===== config.mk =====
export PLATFORM = sky130hd
export DESIGN_NAME = mph_classify
export DESIGN_NICKNAME = d
export VERILOG_FILES = /design/src/rtl/mph_pkg.sv /design/src/rtl/mph_classify.sv
export SDC_FILE = /design/constraint.sdc
export NUM_CORES = 1
export LEC_CHECK = 0
export BUFFER_PORTS_ARGS = -buffer_cell sky130_fd_sc_hd__buf_2
export CAP_MARGIN = 10
export CELL_PAD_IN_SITES_DETAIL_PLACEMENT = 1
export CELL_PAD_IN_SITES_GLOBAL_PLACEMENT = 2
export CORE_MARGIN = 8
export CORE_UTILIZATION = 16
export DETAILED_ROUTE_END_ITERATION = 8
export PLACE_DENSITY_LB_ADDON = 0.1
export SLEW_MARGIN = 20
export SYNTH_ARGS = -nofsm -noshare
export SYNTH_HDL_FRONTEND = slang
export SYNTH_SLANG_ARGS = --single-unit

===== constraint.sdc =====
create_clock -name vclk -period 1.8
set_input_delay 0.36 -clock vclk [all_inputs]
set_output_delay 0.36 -clock vclk [all_outputs]
set_load 0.01 [all_outputs]

===== src/rtl/mph_pkg.sv =====
// Shared types, constants and helper functions of the masked pixel histogram.
package mph_pkg;

  localparam int BIN_COUNT   = 256;
  localparam int COUNT_WIDTH = 32;
  localparam int BIN_W       = (BIN_COUNT > 1) ? $clog2(BIN_COUNT) : 1;
  localparam int OUT_WIDTH   = 32;
  localparam int PIX_WIDTH   = 8;
  localparam int MODE_WIDTH  = 2;
  localparam int CFG_IDX_W   = 2;
  localparam int CFG_DATA_W  = 8;

  localparam logic [63:0] OUT_MAX = 64'h0000_0000_FFFF_FFFF;

  // Input item modes.
  localparam logic [MODE_WIDTH-1:0] MODE_ACCUM = 2'd0;
  localparam logic [MODE_WIDTH-1:0] MODE_READ  = 2'd1;
  localparam logic [MODE_WIDTH-1:0] MODE_CLEAR = 2'd2;

  // Configuration register indexes.
  localparam logic [CFG_IDX_W-1:0] REG_MASK_ENABLE   = 2'd0;
  localparam logic [CFG_IDX_W-1:0] REG_BORDER_ENABLE = 2'd1;
  localparam logic [CFG_IDX_W-1:0] REG_EDGE_MARKER   = 2'd2;

  localparam logic [PIX_WIDTH-1:0] EDGE_MARKER_RESET = 8'd255;

  typedef logic [COUNT_WIDTH-1:0] count_t;
  typedef logic [BIN_W-1:0]       bin_addr_t;
  typedef logic [OUT_WIDTH-1:0]   out_count_t;
  typedef logic [PIX_WIDTH-1:0]   pix_t;

  typedef enum logic [1:0] {
    OP_NONE,
    OP_ACCUM,
    OP_READ,
    OP_CLEAR
  } op_t;

  typedef struct packed {
    logic       mask_enable;
    logic       border_enable;
    pix_t       edge_marker;
  } cfg_t;

  typedef struct packed {
    op_t        op;
    logic       in_range;
    logic       border_inc;
    bin_addr_t  addr;
  } item_ctl_t;

  typedef struct packed {
    logic       en;
    logic       clear;
    bin_addr_t  addr;
    count_t     main_val;
    count_t     border_val;
  } store_wr_t;

  function automatic count_t bump(input count_t c);
    count_t r;
    if (c == '1) begin
      r = c;
    end else begin
      r = c + COUNT_WIDTH'(1);
    end
    return r;
  endfunction

  function automatic out_count_t clip_out(input count_t c);
    out_count_t r;
    if (64'(c) > OUT_MAX) begin
      r = '1;
    end else begin
      r = OUT_WIDTH'(c);
    end
    return r;
  endfunction

endpackage


===== src/rtl/mph_classify.sv =====
// Decodes one input beat into the operation, bin address and border decision.
module mph_classify (
  input  logic [mph_pkg::MODE_WIDTH-1:0] mode,
  input  mph_pkg::pix_t                  pixel,
  input  mph_pkg::pix_t                  mask_value,
  input  mph_pkg::cfg_t                  regs,
  output mph_pkg::item_ctl_t             ctl
);

  logic in_range;
  logic counts;
  logic is_edge;

  assign in_range = (32'(pixel) < 32'(mph_pkg::BIN_COUNT));

  always_comb begin
    if (regs.mask_enable) begin
      counts  = (mask_value != '0);
      is_edge = (mask_value == regs.edge_marker);
    end else begin
      counts  = 1'b1;
      is_edge = (pixel == regs.edge_marker);
    end
  end

  always_comb begin
    ctl.in_range   = in_range;
    ctl.addr       = mph_pkg::BIN_W'(pixel);
    ctl.border_inc = regs.border_enable && is_edge;
    unique case (mode)
      mph_pkg::MODE_ACCUM: begin
        ctl.op = (in_range && counts) ? mph_pkg::OP_ACCUM : mph_pkg::OP_NONE;
      end
      mph_pkg::MODE_READ: begin
        ctl.op = mph_pkg::OP_READ;
      end
      mph_pkg::MODE_CLEAR: begin
        ctl.op = in_range ? mph_pkg::OP_CLEAR : mph_pkg::OP_NONE;
      end
      default: begin
        ctl.op = mph_pkg::OP_NONE;
      end
    endcase
  end

endmodule


# Word level (Yosys, flattened, before mapping)
# Index checks and enable logic that the tools add are counted.
# totals
regBits	0
output_inout_bits	12
elab_cells	11
# classes
eq_ne	4
n_mux	4
reduce_logical	3
# op_table
op	n
equality test 8 bit	2
nonzero test 8 bit	1
case mux 2 bit (3 select lines)	1
two-way mux 1 bit	3
equality test 2 x 1 -> 1 bit, second input constant	1
equality test 2 bit, second input constant	1
logical NOT 2 bit	1
logical AND 1 bit	1

# Depth between registers and ports, before layout
# depth
depth_word	4
depth_mapped	5
ltp_nobuf	4

# Worst setup path before layout
# No wires, ideal clock.
# synth_path
kind	input to output
startpoint	in regs[9] (netlist name)
endpoint	out ctl[8] (netlist name)
arrival_ns	1.204
t_required_ns	1.440
slack_ns	0.236
path_stages	5
path_buffers	1
cell_sequence	buf_6 mux2i_1 xor2_1 nand4_1 nor3_2
# synth_lines
element	line	source
start, declared	mph_classify.sv:6	input mph_pkg::cfg_t regs,
end, declared	mph_classify.sv:7	output mph_pkg::item_ctl_t ctl

==> results summary <==
The number of placed instances with taps included is 96. The mean number of vias per cell is between 3 and 4. The reported max-cap violation count came out at 0. For this run, the total global-route usage over all layers was measured as 5.795%. On the critical path the largest part of the delay comes from simple AND/OR/NAND/NOR gates.

The ratio of total power to cell area is ~220 nW/um^2. The origin of the worst min-delay path is pixel[2]. The cell count along the critical path came out at 6. The first global-routing pass estimated about 1700 um of wire. The signal on the critical path passes through buf_6, mux2i_1, xor2_1, nand4_1, nor3_2, buf_2. The number of synthesis warnings came out at 0. The depth of the worst hold-timing path is 2.

By area, the combinational part of the netlist is dominated by buffers and inverters. The highest ir drop seen on vdd is ~0.059 mV. The slowest stage of the critical path belongs to the cell sky130_fd_sc_hd__mux2i_1. The number of buffers inserted by post-CTS setup repair came out at 0.

The height of the chip came out at roughly 60 um. Yosys instantiated no cell more often than sky130_fd_sc_hd__buf_4. Routability-driven placement finished with a final weighted congestion of roughly 0.62. Setup violations remaining at the end of the flow were counted as 0. Dividing the final minimum period by the clock period gives a little over nine tenths.

The quantity of I/O buffers inserted on ports came out at 39. The iteration count of the initial detailed-routing pass is 2. Detailed placement finished with a half-perimeter wire length of 1123 um. The growth of design area from synthesis to finish is 59.76%. The initialized floorplan defines 16 standard-cell rows. The total of clock buffers placed in the layout came out at 0. There are 0 flip-flops and latches. Sorting the synthesized cells by how often they occur yields 9 x sky130_fd_sc_hd__buf_4, 8 x sky130_fd_sc_hd__mux2i_1, 8 x sky130_fd_sc_hd__xor2_1. After synthesis the cells add up to around 310 sq um. The via count came out at ~360. Setup repair after global routing left no endpoint under its margin. The endpoint of the worst hold path is ctl[2]. In this run the static leakage power is 0.2756 nW. The wire length reported by the detailed router came out at roughly 1200 um. Sorting the synthesized cells by area gives the leading types as sky130_fd_sc_hd__mux2i_1 26%, sky130_fd_sc_hd__xor2_1 23%, sky130_fd_sc_hd__buf_4 22%. The die span in x is 59.86 um. Tracing the worst setup path back leads to its startpoint at regs[9].

The full die area came out at around 3600 sq um. The worst setup path is launched from an input pin. The area share of the leading cell type in the synthesized netlist came out at approximately a quarter. The area share of fa/ha/maj cells after synthesis came out at between 4 and 5%. The global route total overflow is 0. The count of inserted antenna diode cells came out at 0. The class of the worst hold path is in2out. The number of global-route vias before repair is a little over 400.

The maximum fanout count along the critical path is 5. Of all cell types, the one taking the most synthesized area is sky130_fd_sc_hd__mux2i_1. In this run the remaining antenna-violating nets after routing total 0. The pin count of the biggest net entering global routing is 6.

The routed wire length per instance is between 10 and 15 um. The number of different library cells used by synthesis comes to 15. The initial core utilization is 16.36%. Across all hold checks on the routed design, the worst slack comes to just over 0.9 ns.

The initial antenna violation count came to 0. The number of pins exceeding their max-slew limit in the final report came out at 0. The post-route minimum period came out at around 1.7 ns. The boundary pin count is 40. The remaining routing DRC violations came out at 0. The area taken by flip-flops and latches came out at 0 sq um.

In the synthesized netlist, mux cells make up 26.02% of the area. The flow ran to the end, and the final reports show no timing, DRC or antenna violations. The area share of xor/xnor cells in the synthesized design is 22.76%. The synthesized netlist net count came out at between 60 and 70. The average footprint of a synthesized cell came out at 7.892 sq um. The count of filler cells inserted in the layout is about 260.

The area inside the core boundary is 1882 sq um. The complex-gate fraction of the synthesized area is approximately 1.6%. The net count reported at finish is 100. The critical path buffer and inverter count is 2. The stage delay of the slowest cell on the critical path came out at ~0.22 ns. The ratio of cells with drive above 1 in the final layout came out at between 60% and 70%.

The finished layout holds 96 standard cells, fillers aside. The worst setup path is captured at an output pin. The starting DRC count in detailed routing came out at 1. After technology mapping, the gate count stands at 39. At the worst endpoint, the required time is roughly 1.4 ns. The portion of the post-synthesis area used by sequential elements came out at 0%. The critical path is of the in2out type. The timing-limited maximum frequency is just under 0.6 GHz.

The total count of hold-check failures in the final report came to 0. The fraction of the mapped netlist area in simple logic gates came out at about 16%. The arrival time at the worst endpoint came out at between 1 and 1.5 ns.
-- layout by cell type (no fill, tap or decap), drive strengths merged --
cell type and instances:
nand2 1, xor2 8, nor3 2, nand3 2
nor4 1, mux2i 8, o21ai 1, inv 2
buf 40, ha 1, conb 1, nand4 1
nand4b 1
-- where the power goes --
group / total [mW] / switching [mW] / leakage [nW] / internal (mW)
logic: 0.111 / 0.0515 / 0.276 / 0.0591
registers: 0 / 0 / 0 / 0
clock network: 0 / 0 / 0 / 0
total: 0.111 / 0.0515 / 0.276 / 0.0591
-- final cells by class --
| class | instances | area, sq um | share of cell area, % |
|---|---|---|---|
| inverters | 2 | 7.507 | 1.527 |
| multi-input cells | 27 | 229.0 | 46.56 |
| well taps | 27 | 33.78 | 6.870 |
| repair buffers | 40 | 221.5 | 45.04 |
-- how the worst max path moves through the flow --
stage / end / slack, ns
after floorplan: ctl[8] / 0.24
after global placement: ctl[8] / -0.03
after detailed placement: ctl[8] / -0.03
after CTS: ctl[8] / 0.03
after global routing: ctl[8] / 0.02
final: ctl[8] / 0.11
-- layer usage --
layer,wire [um],up-vias,GRT usage [%]
met5,0,-,0
met2,610,20,11.54
met1,421,155,5.911
met4,0,0,0
met3,135,0,1.935
li1,-,183,-
-- stage by stage --
stage	instance area [sq um]	worst slack, ns	power [mW]	util [%]	setup TNS [ns]
floorplan	307.8	0.2358	0.06515	-	0
global placement	478.0	-0.02563	0.1101	25.40	-0.02563
detailed placement	478.0	-0.02712	0.1088	25.40	-0.02712
CTS	480.5	0.03440	0.1097	25.53	0
global route	491.7	0.01619	0.1224	26.13	0
finish	491.7	0.1056	0.1106	26.13	0
-- cells by family after synthesis --
logic type	after synthesis
other	1
xor gates and xnor gates	8
muxes	8
and+or+nand+nor	8
buffers and inverters	12
AOI/OAI and AO/OA	1
adders and majority gates	1
-- what timing repair did --
item,in CTS,in global routing
hold buffers,0,0
endpoints found under the setup margin,1,1
gates resized for setup,1,3
pin swaps,0,2
Power figures use the tool's default switching activity.
