==> src/rtl/mph_pkg.sv <==
// Shared types, constants and helper functions of the masked pixel histogram.
package mph_pkg;

  localparam int BIN_COUNT   = 256;
  localparam int COUNT_WIDTH = 32;
  localparam int BIN_W       = (BIN_COUNT > 1) ? $clog2(BIN_COUNT) : 1;
  localparam int OUT_WIDTH   = 32;
  localparam int PIX_WIDTH   = 8;
  localparam int MODE_WIDTH  = 2;
  localparam int CFG_IDX_W   = 2;
  localparam int CFG_DATA_W  = 8;

  localparam logic [63:0] OUT_MAX = 64'h0000_0000_FFFF_FFFF;

  // Input item modes.
  localparam logic [MODE_WIDTH-1:0] MODE_ACCUM = 2'd0;
  localparam logic [MODE_WIDTH-1:0] MODE_READ  = 2'd1;
  localparam logic [MODE_WIDTH-1:0] MODE_CLEAR = 2'd2;

  // Configuration register indexes.
  localparam logic [CFG_IDX_W-1:0] REG_MASK_ENABLE   = 2'd0;
  localparam logic [CFG_IDX_W-1:0] REG_BORDER_ENABLE = 2'd1;
  localparam logic [CFG_IDX_W-1:0] REG_EDGE_MARKER   = 2'd2;

  localparam logic [PIX_WIDTH-1:0] EDGE_MARKER_RESET = 8'd255;

  typedef logic [COUNT_WIDTH-1:0] count_t;
  typedef logic [BIN_W-1:0]       bin_addr_t;
  typedef logic [OUT_WIDTH-1:0]   out_count_t;
  typedef logic [PIX_WIDTH-1:0]   pix_t;

  typedef enum logic [1:0] {
    OP_NONE,
    OP_ACCUM,
    OP_READ,
    OP_CLEAR
  } op_t;

  typedef struct packed {
    logic       mask_enable;
    logic       border_enable;
    pix_t       edge_marker;
  } cfg_t;

  typedef struct packed {
    op_t        op;
    logic       in_range;
    logic       border_inc;
    bin_addr_t  addr;
  } item_ctl_t;

  typedef struct packed {
    logic       en;
    logic       clear;
    bin_addr_t  addr;
    count_t     main_val;
    count_t     border_val;
  } store_wr_t;

  function automatic count_t bump(input count_t c);
    count_t r;
    if (c == '1) begin
      r = c;
    end else begin
      r = c + COUNT_WIDTH'(1);
    end
    return r;
  endfunction

  function automatic out_count_t clip_out(input count_t c);
    out_count_t r;
    if (64'(c) > OUT_MAX) begin
      r = '1;
    end else begin
      r = OUT_WIDTH'(c);
    end
    return r;
  endfunction

endpackage

==> src/rtl/mph_if.sv <==


interface mph_cfg_if;
  logic                                valid;
  logic                                ready;
  logic [mph_pkg::CFG_IDX_W-1:0]       index;
  logic [mph_pkg::CFG_DATA_W-1:0]      data;

  modport source (output valid, output index, output data, input ready);
  modport sink   (input valid, input index, input data, output ready);
endinterface

==> src/rtl/mph_cfg_regs.sv <==
// Configuration registers of the masked pixel histogram.
module mph_cfg_regs (
  input  logic          clk,
  input  logic          rst,
  mph_cfg_if.sink       cfg,
  output mph_pkg::cfg_t regs
);

  assign cfg.ready = 1'b1;

  always_ff @(posedge clk) begin
    if (rst) begin
      regs.mask_enable   <= 1'b0;
      regs.border_enable <= 1'b0;
      regs.edge_marker   <= mph_pkg::EDGE_MARKER_RESET;
    end else if (cfg.valid) begin
      unique case (cfg.index)
        mph_pkg::REG_MASK_ENABLE: begin
          regs.mask_enable <= cfg.data[0];
        end
        mph_pkg::REG_BORDER_ENABLE: begin
          regs.border_enable <= cfg.data[0];
        end
        mph_pkg::REG_EDGE_MARKER: begin
          regs.edge_marker <= mph_pkg::PIX_WIDTH'(cfg.data);
        end
        default: begin
          // Writes to unassigned indexes are dropped.
        end
      endcase
    end
  end

endmodule

==> src/flat_wrapper.sv <==
// flat-port wrapper written by rule: the top's interface ports become plain ports
module mph_cfg_regs_flat 
  (clk, rst, regs, cfg_valid, cfg_index, cfg_data, cfg_ready);
  mph_cfg_if cfg_i ();
  input  logic clk;
  input  logic rst;
  output mph_pkg::cfg_t regs;
  input wire logic [$bits(cfg_i.valid)-1:0] cfg_valid;
  input wire logic [$bits(cfg_i.index)-1:0] cfg_index;
  input wire logic [$bits(cfg_i.data)-1:0] cfg_data;
  output wire logic [$bits(cfg_i.ready)-1:0] cfg_ready;
  assign cfg_i.valid = cfg_valid;
  assign cfg_i.index = cfg_index;
  assign cfg_i.data = cfg_data;
  assign cfg_ready = cfg_i.ready;
  mph_cfg_regs u_core (.clk(clk), .rst(rst), .cfg(cfg_i), .regs(regs));
endmodule
==> config.mk <==
export PLATFORM = sky130hd
export DESIGN_NAME = mph_cfg_regs_flat
export DESIGN_NICKNAME = d
export VERILOG_FILES = /design/src/rtl/mph_pkg.sv /design/src/rtl/mph_if.sv /design/src/rtl/mph_cfg_regs.sv /design/src/flat_wrapper.sv
export SDC_FILE = /design/constraint.sdc
export NUM_CORES = 1
export LEC_CHECK = 0
export ABC_AREA = 1
export BUFFER_PORTS_ARGS = -buffer_cell sky130_fd_sc_hd__buf_2
export CAP_MARGIN = 20
export CORE_AREA = 5 5 46 48
export DETAILED_ROUTE_END_ITERATION = 6
export DIE_AREA = 0 0 51 53
export SLEW_MARGIN = 20
export SYNTH_ARGS = -nofsm -noshare
export SYNTH_HDL_FRONTEND = slang
export SYNTH_SLANG_ARGS = --single-unit
==> constraint.sdc <==
create_clock -name clk -period 1.3 [get_ports clk]
set_input_delay 0.065 -clock clk [delete_from_list [all_inputs] [get_ports clk]]
set_output_delay 0.065 -clock clk [all_outputs]
set_load 0.01 [all_outputs]
Word-level counts from Yosys, hierarchy flattened
Index checks and enable logic that the tools add are counted.
{"block": "totals", "ff_bits": 10, "inputBits": 13}
{"block": "op_classes", "eq_ne": 2, "n_reduce_logical": 4}
{"operator": "2-bit AND reduction", "n": 3}
{"operator": "2-bit by 1-bit == test with 1-bit output, second input constant", "n": 1}
{"operator": "2-bit == test, second input constant", "n": 1}
{"operator": "2-bit zero test", "n": 1}

Depth between registers and ports, before layout
Gate-level depths: netlist (run 1).
{"block": "logic_depth", "ltp_word": 2, "ltp_mapped": 6, "ltp_nobuf": 5}

Worst setup path after synthesis (run 1)
OpenSTA, ideal clock, no wires.
{"block": "synth_timing", "kind": "register to register", "start": "reg, netlist name u_core.regs[8]", "end": "reg, netlist name u_core.regs[8]", "setup_time_ps": 62, "arrival_time_ps": 558, "setup_slack_ps": 680, "stages_incl_launch_ff": 5, "path_buffers": 0, "synth_period_minus_slack_ps": 620, "cell_sequence": "dfxtp_1 -> inv_1 -> nand2_1 -> nand2_1 -> nor2_2"}

Worst setup path in the final report (run 1)
{"block": "layout_timing", "start": "reg, netlist name u_core.regs[9]", "end": "out regs[9] (netlist name)"}
{"element": "end, declared", "line": "flat_wrapper.sv:7", "source": "output mph_pkg::cfg_t regs;"}
No word-level cell between the ends.

==> metrics.md, run 1 <==
| Metric | Value |
|---|---|
| Placeable Area | 1670 um2 |
| CP endpoint kind | output pin |
| Clock Skew | 0 ns |
| Req. time, crit path | 1.24 ns |
| Sequential area share after synthesis | 43.2% |
| Clk slew on worst S/H paths | 0.06 ns |
| Hold WS | 0.0636 ns |
| Vias | 427 |
| ANT nets after route | 0 |
| Num CTS Buffers | 3 |
| TritonCTS clock tree | yes |
| Crit path max-delay family | flip-flops |
| Layout cells sized above 1 | 46.1% |
| Initial antenna violation count | 0 |
| Final net count | 91 |
| Initial Utilization | 27.7% |
| CP startpoint kind | flip-flop |
| Hold_buf cts | 0 |
| Area Growth Syn to Fin | 26.8% |
| Highest Clock Rate | 1230 MHz |
| DR WL/cell | 11.7 um |
| Proportion of power drawn by the clock network | 31.3% |
| R2r setup slk | 0.72 ns |
| Pwr Total | 0.637 mW |
| Internal | 0.471 mW |
| Synthesized instance count | 54 |
| Port Buffers | 22 |
| Hold crit path type | input pin to flip-flop |
| Routed WL | 1.08 mm |
| Max-Cap Viols | 0 |
| Logic pwr share | 16.8% |
| Drt first pass iters | 2 |
| Worst vdd ir | 316 uV |
| Run status | finished clean |
| RSZ-0062 raised after global routing | false |
| Most flop-heavy register | u_core.regs |
| Critical path's largest stage delay | 0.35 ns |
| Leak Pwr | 0.287 nW |
| Yosys cell types | 16 |
| Post-DP HPWL | 851 um |
| CTS root buf | clkbuf_4 |
| # diodes | 0 |
| Crit-path cells | buf_2 |
| Overall Global Routing Usage | 8.94% |
| Clock Tree Buf Depth | 2 |
| Gp weighted congestion | 0.750 |
| Die Wd | 51 um |
| GRT overflow | 0 |
| Origin of the critical flop-to-flop path | u_core.regs[8] |
| Slew Viols, Final | 0 |
| Net Sw Frac | 26.0% |
| Min Tclk post-route | 0.814 ns |
| Yosys warns | 0 |
| Clock sink count | 10 |
| Max reg flops | 10 |
| H-tree levels | 1 |
| Sequential power share | 51.9% |
| Iter 0 DRT Violations | 2 |
| Wire length of the first global-routing pass | 1.77 mm |
| Post-cts sizing count | 0 |
| Hold Startpoint | cfg_data[5] |
| Switch Pwr | 0.165 mW |
| Worst Path Buf+Inv | 1 |
| Final setup fails | 0 |
| Placed insts | 90 |
| Worst-Skew Late Latency | 0.25 ns |
| Worst Path Arrival | 0.75 ns |
| Setup Fix Bufs, Post-CTS | 0 |
| Setup Slack @ Placement | 0.553 ns |
| WS Path Type | flip-flop to output pin |
| Die Span Y | 53 um |
| Endpoints failing hold | 0 |
| # fillers | 189 |
| Vias in the first global route | 401 |
| Biggest regs | u_core.regs x10 |
| Num ports | 24 |
| DRC Markers | 0 |
| Final worst slack | 0.486 ns |
| Critical Path Slowest Stage Cell | dfxtp_1 |
| Final setup TNS | 0 ns |
| Vias/cell | 4.59 |
| Post-Layout Cell Count | 93 |
| Post-synthesis register bit count | 10 |
| Period utilisation layout | 62.6% |
| Avg Inst Size Synth | 8.57 um2 |
| Die area | 2700 um2 |
| Row Count | 15 |
| Max FO, Critical Path | 2 |
| Power per Cell Area | 1080 nW/um2 |
| Critical path startpoint | u_core.regs[9] |
| Synthesized area | 463 um2 |
| Post-synthesis net count | 67 |
| Largest net degree at the start of global routing | 13 |
cell usage after synthesis:
library cell / number / area (um2)
inv_1: 2 / 7.51
buf_6: 2 / 22.5
nand3_4: 1 / 17.5
buf_4: 1 / 7.51
inv_4: 2 / 12.5
inv_2: 1 / 3.75
conb_1: 1 / 3.75
nand3_1: 8 / 40.0
nor2_4: 1 / 11.3
nand3_2: 2 / 20.0
nand4_1: 8 / 50.1
nor2_2: 2 / 12.5
nand2_1: 11 / 41.3
nor2_1: 1 / 3.75
a21oi_2: 1 / 8.76
dfxtp_1: 10 / 200
metrics by stage:
step	instance area, um2	util (%)
floorplan	463	-
global placement	564	33.8
detailed placement	564	33.8
CTS	587	35.1
global route	587	35.1
finish	587	35.1
cell families (layout without fill, tap and decap cells):
group / after synthesis / in the layout / synth area share, %
and+or+nand+nor: 34 / 34 / 42.4
DFF: 10 / 10 / 43.2
buffers and inverters: 8 / 30 / 11.6
other: 1 / 1 / 0.810
AOI/OAI and AO/OA: 1 / 1 / 1.89
layout by cell type (no fill, tap or decap), drive strengths merged:
| master | count |
|---|---|
| inv | 5 |
| nor2 | 4 |
| a21oi | 1 |
| buf | 22 |
| nand4 | 8 |
| nand2 | 11 |
| conb | 1 |
| dfxtp | 10 |
| clkbuf | 3 |
| nand3 | 11 |
routing by layer:
metal,GRT usage [%],wire length [um],vias to the layer above
met3,2.25,94,0
met4,6.73,0,0
met2,13.3,492,18
met5,0,0,-
li1,-,-,225
met1,11.0,497,184
power groups by stage:
stage	clock [mW]	combinational, mW	sequential [mW]
after floorplan	0	0.0584	0.345
after global placement	0	0.106	0.337
after detailed placement	0	0.108	0.337
after CTS	0.212	0.109	0.330
after global routing	0.226	0.122	0.332
final	0.200	0.107	0.330
final cells by class:
class	count	area [um2]	area share [%]
flip-flops and latches	10	200	34.1
repair buffers	22	110	18.8
clock buffers	3	22.5	3.84
inverters	5	23.8	4.05
multi-input cells	36	209	35.6
well taps	17	21.3	3.62
final timing paths:
check,endpoint,cells past startpoint
setup reg to reg,u_core.regs[8],4
setup / recovery,regs[9],1
hold / removal,u_core.regs[5],3
hold reg to reg,u_core.regs[5],2
Power figures use the tool's default switching activity.
==> inputs of run 2 (changes only) <==
==> constraint.sdc (replaced) <==
create_clock -name clk -period 0.8 [get_ports clk]
set_input_delay 0.04 -clock clk [delete_from_list [all_inputs] [get_ports clk]]
set_output_delay 0.04 -clock clk [all_outputs]
set_load 0.01 [all_outputs]
==> metrics.md, run 2 (same netlist as run 1, synthesis figures left out) <==
| Metric | Value |
|---|---|
| Internal | 0.767 mW (+63%) |
| Setup Fix Bufs, Post-CTS | 0 (unchanged) |
| Crit path max-delay family | flip-flops |
| Sequential power share | 52.2% (+0.3 points) |
| CP startpoint kind | flip-flop |
| Post-Layout Cell Count | 93 (unchanged) |
| Post-DP HPWL | 854 um (+0.42%) |
| Hold crit path type | input pin to flip-flop |
| Leak Pwr | 0.288 nW (+0.29%) |
| Num ports | 24 (unchanged) |
| CP endpoint kind | output pin |
| Routed WL | 1.05 mm (-3.5%) |
| RSZ-0062 raised after global routing | false |
| Net Sw Frac | 25.5% (-0.47 points) |
| Run status | finished clean |
| WS Path Type | flip-flop to output pin |
| Logic pwr share | 16.7% (about the same) |
| CTS root buf | clkbuf_4 |
| Initial antenna violation count | 0 (unchanged) |
| Slew Viols, Final | 0 (unchanged) |
| Final setup fails | 0 (unchanged) |
| Highest Clock Rate | 1310 MHz |
| # diodes | 0 (unchanged) |
| Clock sink count | 10 (unchanged) |
| Die area | 2700 um2 (unchanged) |
| Row Count | 15 (unchanged) |
| Port Buffers | 22 (unchanged) |
| Switch Pwr | 0.262 mW (+59%) |
| DRC Markers | 0 (unchanged) |
| Critical path startpoint | u_core.regs[9] |
| Origin of the critical flop-to-flop path | u_core.regs[8] |
| Gp weighted congestion | 0.750 (about the same) |
| Reg2reg path depth | 4 (unchanged) |
| Worst-Skew Late Latency | 0.25 ns (about the same) |
| Initial Utilization | 27.7% (unchanged) |
| Crit path depth | 1 (unchanged) |
| Most frequent cells in the layout | buf_2 (22), nand2_1 (11), nand4_1 (8), nand3_1 (8), dfxtp_1 (8) |
| Power per Cell Area | 1750 nW/um2 (+61%) |
| Num CTS Buffers | 3 (unchanged) |
| Min-Delay Path Depth | 3 (unchanged) |
| DR WL/cell | 11.2 um (-3.5%) |
| Vias/cell | 4.73 (+3.0%) |
| Vias in the first global route | 398 (-0.75%) |
| Placed insts | 90 (unchanged) |
| Min Tclk post-route | 0.762 ns |
| Iter 0 DRT Violations | 4 (+2) |
| Die Span Y | 53 um (unchanged) |
| R2r setup slk | 0.20 ns (-0.52 ns) |
| Endpoints failing hold | 0 (unchanged) |
| Hold Startpoint | cfg_data[5] |
| Crit-path cells | buf_2 |
| Most common cell after layout, fill and taps aside | buf_2 |
| Clock Skew | 0 ns (unchanged) |
| Placeable Area | 1670 um2 (unchanged) |
| Worst vdd ir | 477 uV (+51%) |
| TritonCTS clock tree | yes |
| Worst Path Buf+Inv | 1 (unchanged) |
| Clock Tree Buf Depth | 2 (unchanged) |
| Hold_buf cts | 0 (unchanged) |
| Period utilisation layout | 95.3% |
| Layout cells sized above 1 | 48.7% (+2.6 points) |
| Max FO, Critical Path | 2 (unchanged) |
| ANT nets after route | 0 (unchanged) |
| Wire length of the first global-routing pass | 1.76 mm (-0.40%) |
| Crit path capture | regs[9] |
| Largest net degree at the start of global routing | 13 (unchanged) |
| Drt first pass iters | 4 (+2) |
| Critical Path Slowest Stage Cell | dfxtp_2 |
| Proportion of power drawn by the clock network | 31.0% (-0.3 points) |
| Biggest regs | u_core.regs x10 |
| Critical R2R Capture | u_core.regs[8] |
| Max reg flops | 10 (unchanged) |
| Core Util, Final | 35.3% (+0.15 points) |
| H-tree levels | 1 (unchanged) |
| Worst Path Arrival | 0.72 ns (-0.03 ns) |
| Vias | 440 (+3.0%) |
| GRT overflow | 0 (unchanged) |
| Die Wd | 51 um (unchanged) |
| Final setup TNS | 0 ns (unchanged) |
| Area Growth Syn to Fin | 27.3% |
| Req. time, crit path | 0.76 ns (-0.48 ns) |
| Clk slew on worst S/H paths | 0.06 ns (about the same) |
| Max-Cap Viols | 0 (unchanged) |
| Final net count | 91 (unchanged) |
| Overall Global Routing Usage | 8.70% (-0.24 points) |
| Critical path's largest stage delay | 0.34 ns (about the same) |
| Most flop-heavy register | u_core.regs |
==> run 2: cell counts in the layout (fill, tap and decap cells not counted) <==
Identical to the previous run, type by type.
==> run 2: power by group through the flow <==
stage               clock [mW]  combinational, mW  sequential (mW)
floorplan                    0             0.0949            0.561
global placement             0              0.173            0.548
detailed placement           0              0.174            0.548
CTS                      0.335              0.175            0.538
global route             0.365              0.196            0.541
finish                   0.319              0.172            0.538
==> run 2: routing by layer <==
metal / global-route usage (%) / vias to the layer above / wire, um
li1: - / 226 / -
met1: 10.5 / 196 / 455
met2: 13.3 / 18 / 480
met3: 2.82 / 0 / 111
met4: 5.38 / 0 / 0
met5: 0 / - / 0
==> run 2: through the flow <==
stage / setup slack (ns) / total power [mW] / hold WS, ns / cell area, um2
6_report: 0.0378 / 1.03 / 0.0391 / 589
2_1_floorplan: 0.180 / 0.656 / 0.165 / 463
4_1_cts: 0.0229 / 1.05 / 0.0332 / 588
3_3_place_gp: 0.111 / 0.721 / 0.306 / 564
3_5_place_dp: 0.0917 / 0.723 / 0.305 / 564
5_1_grt: 0.000542 / 1.10 / 0.0497 / 589
==> run 2: worst min path at each step <==
stage	slack, ns	to
after CTS	0.03	u_core.regs[5]
after global routing	0.05	u_core.regs[5]
final	0.04	u_core.regs[5]
after floorplan	0.17	u_core.regs[0]
after global placement	0.31	u_core.regs[6]
after detailed placement	0.30	u_core.regs[5]
==> run 2: area by class of cell <==
cell class / count / area (um2)
Clock buffer: 3 / 22.5
Fill cell: 194 / 1080
Inverter: 5 / 23.8
Multi-Input combinational cell: 36 / 209
Sequential cell: 10 / 203
Tap cell: 17 / 21.3
Timing Repair Buffer: 22 / 110
==> run 2: what timing repair did <==
action | 4_1_cts | 5_1_grt
gates cloned | 0 | 0
setup endpoints to repair | 1 | 1
gates resized for setup | 1 | 1
hold endpoints to repair | 0 | 0
==> inputs of run 3 (changes only) <==
==> constraint.sdc (replaced) <==
create_clock -name clk -period 0.9 [get_ports clk]
set_input_delay 0.045 -clock clk [delete_from_list [all_inputs] [get_ports clk]]
set_output_delay 0.045 -clock clk [all_outputs]
set_load 0.01 [all_outputs]
==> metrics.md, run 3 (same netlist as run 1, synthesis figures left out) <==
| Metric | Value |
|---|---|
| Drt first pass iters | 4 (unchanged) |
| Origin of the critical flop-to-flop path | u_core.regs[8] |
| RSZ-0062 raised after global routing | false |
| Highest Clock Rate | 1250 MHz |
| # diodes | 0 (unchanged) |
| Wire length of the first global-routing pass | 1.74 mm (-1.2%) |
| WS Path Type | flip-flop to output pin |
| Max FO, Critical Path | 2 (unchanged) |
| Placed insts | 90 (unchanged) |
| DRC Markers | 0 (unchanged) |
| Crit path max-delay family | flip-flops |
| Area Growth Syn to Fin | 29.7% |
| Final net count | 91 (unchanged) |
| Hold WS | 0.0360 ns (-0.00306 ns) |
| Port Buffers | 22 (unchanged) |
| # fillers | 186 (-4.1%) |
| Routed length on met1 | 461 um (+1.3%) |
| Critical path's largest stage delay | 0.35 ns (about the same) |
| Post-Layout Cell Count | 94 (+1.1%) |
| GRT overflow | 0 (unchanged) |
| Worst Path Arrival | 0.76 ns (+0.04 ns) |
| Initial Utilization | 27.7% (unchanged) |
| Reg2reg path depth | 4 (unchanged) |
| Vias/cell | 4.74 (+0.29%) |
| Post-cts sizing count | 0 (-1) |
| Req. time, crit path | 0.85 ns (+0.09 ns) |
| Die Wd | 51 um (unchanged) |
| Metal3 WL | 130 um (+17%) |
| Gp weighted congestion | 0.750 (about the same) |
| Met2 wire len | 457 um (-4.8%) |
| Clock sink count | 10 (unchanged) |
| Hold crit path type | input pin to flip-flop |
| Vias | 446 (+1.4%) |
| H-tree levels | 1 (unchanged) |
| Overall Global Routing Usage | 9.07% (+0.37 points) |
| Power per Cell Area | 1720 nW/um2 (-1.4%) |
| Iter 0 DRT Violations | 5 (+1) |
| CTS root buf | clkbuf_4 |
| Placeable Area | 1670 um2 (unchanged) |
| DR WL/cell | 11.4 um (+1.8%) |
| Crit path depth | 1 (unchanged) |
| Clk slew on worst S/H paths | 0.07 ns (about the same) |
| Largest net degree at the start of global routing | 13 (unchanged) |
| Final instance area | 601 um2 (+1.9%) |
| ANT nets after route | 0 (unchanged) |
| Crit-path cells | buf_2 |
| Initial antenna violation count | 0 (unchanged) |
| Most frequent cells in the layout | buf_2 (22), nand2_1 (11), dfxtp_1 (10) |
| Biggest regs | u_core.regs x10 |
| Worst vdd ir | 414 uV (-13%) |
| TritonCTS clock tree | yes |
| Uppermost layer routed | met4 |
| Routed WL | 1.08 mm (+2.9%) |
| Die Span Y | 53 um (unchanged) |
| R2r setup slk | 0.31 ns (+0.11 ns) |
| Max reg flops | 10 (unchanged) |
| Most common cell after layout, fill and taps aside | buf_2 |
| Num CTS Buffers | 3 (unchanged) |
| Vias in the first global route | 395 (-0.75%) |
| Placed instance area | 564 um2 (unchanged) |
| Leak Pwr | 0.295 nW (+2.2%) |
| Slew Viols, Final | 0 (unchanged) |
| Hold_buf cts | 0 (unchanged) |
| Worst-Skew Late Latency | 0.26 ns (about the same) |
| Worst Path Buf+Inv | 1 (unchanged) |
| Num ports | 24 (unchanged) |
| Clock Skew | 0 ns (unchanged) |
| Run status | finished clean |
| Endpoints failing hold | 0 (unchanged) |
| CP startpoint kind | flip-flop |
| Post-DP HPWL | 856 um (+0.14%) |
| Most flop-heavy register | u_core.regs |
| Final setup fails | 0 (unchanged) |
| Min-Delay Path Depth | 3 (unchanged) |
| Max-Cap Viols | 0 (unchanged) |
| Critical path startpoint | u_core.regs[9] |
| Period utilisation layout | 88.9% |
| Setup Fix Bufs, Post-CTS | 0 (unchanged) |
| CP endpoint kind | output pin |
| Critical R2R Capture | u_core.regs[8] |
| Clock Tree Buf Depth | 2 (unchanged) |
| Critical Path Slowest Stage Cell | dfxtp_1 |
| Crit path capture | regs[9] |
| Layout cells sized above 1 | 46.8% (-1.9 points) |
| Final setup TNS | 0 ns (unchanged) |
| Row Count | 15 (unchanged) |
| Die area | 2700 um2 (unchanged) |
| Min Tclk post-route | 0.800 ns |
[run 3: final cells by class]
class	instances	area, um2	share of cell area [%]
multi-input combinational	36	209	34.8
sequential	10	200	33.3
timing repair buffer	22	110	18.3
clock buffer	4	36.3	6.04
inverter	5	23.8	3.96
tap	17	21.3	3.54
[run 3: routing by layer]
metal / global-route usage (%) / up-vias
li1: - / 227
met1: 10.2 / 195
met2: 12.9 / 21
met3: 4.79 / 3
met4: 6.73 / 0
met5: 0 / -
[run 3: per-stage QoR]
step           setup WS, ns  total power, mW  util [%]
4_1_cts              0.0884             1.05      36.0
6_report             0.0997             1.03      36.0
2_1_floorplan         0.280            0.583         -
3_3_place_gp          0.207            0.641      33.8
3_5_place_dp          0.186            0.643      33.8
5_1_grt              0.0552             1.09      36.0
[run 3: worst min path at each step]
stage                endpoint         from  slack (ns)
2_1_floorplan  u_core.regs[0]          rst        0.17
3_3_place_gp   u_core.regs[6]          rst        0.31
3_5_place_dp   u_core.regs[1]  cfg_data[1]        0.32
4_1_cts        u_core.regs[1]          rst        0.03
5_1_grt        u_core.regs[0]          rst        0.04
6_report       u_core.regs[6]          rst        0.04
[run 3: power breakdown]
part           internal, mW  switching [mW]  total, mW
clock                 0.246           0.158      0.404
combinational        0.0611          0.0924      0.153
sequential            0.466          0.0108      0.477
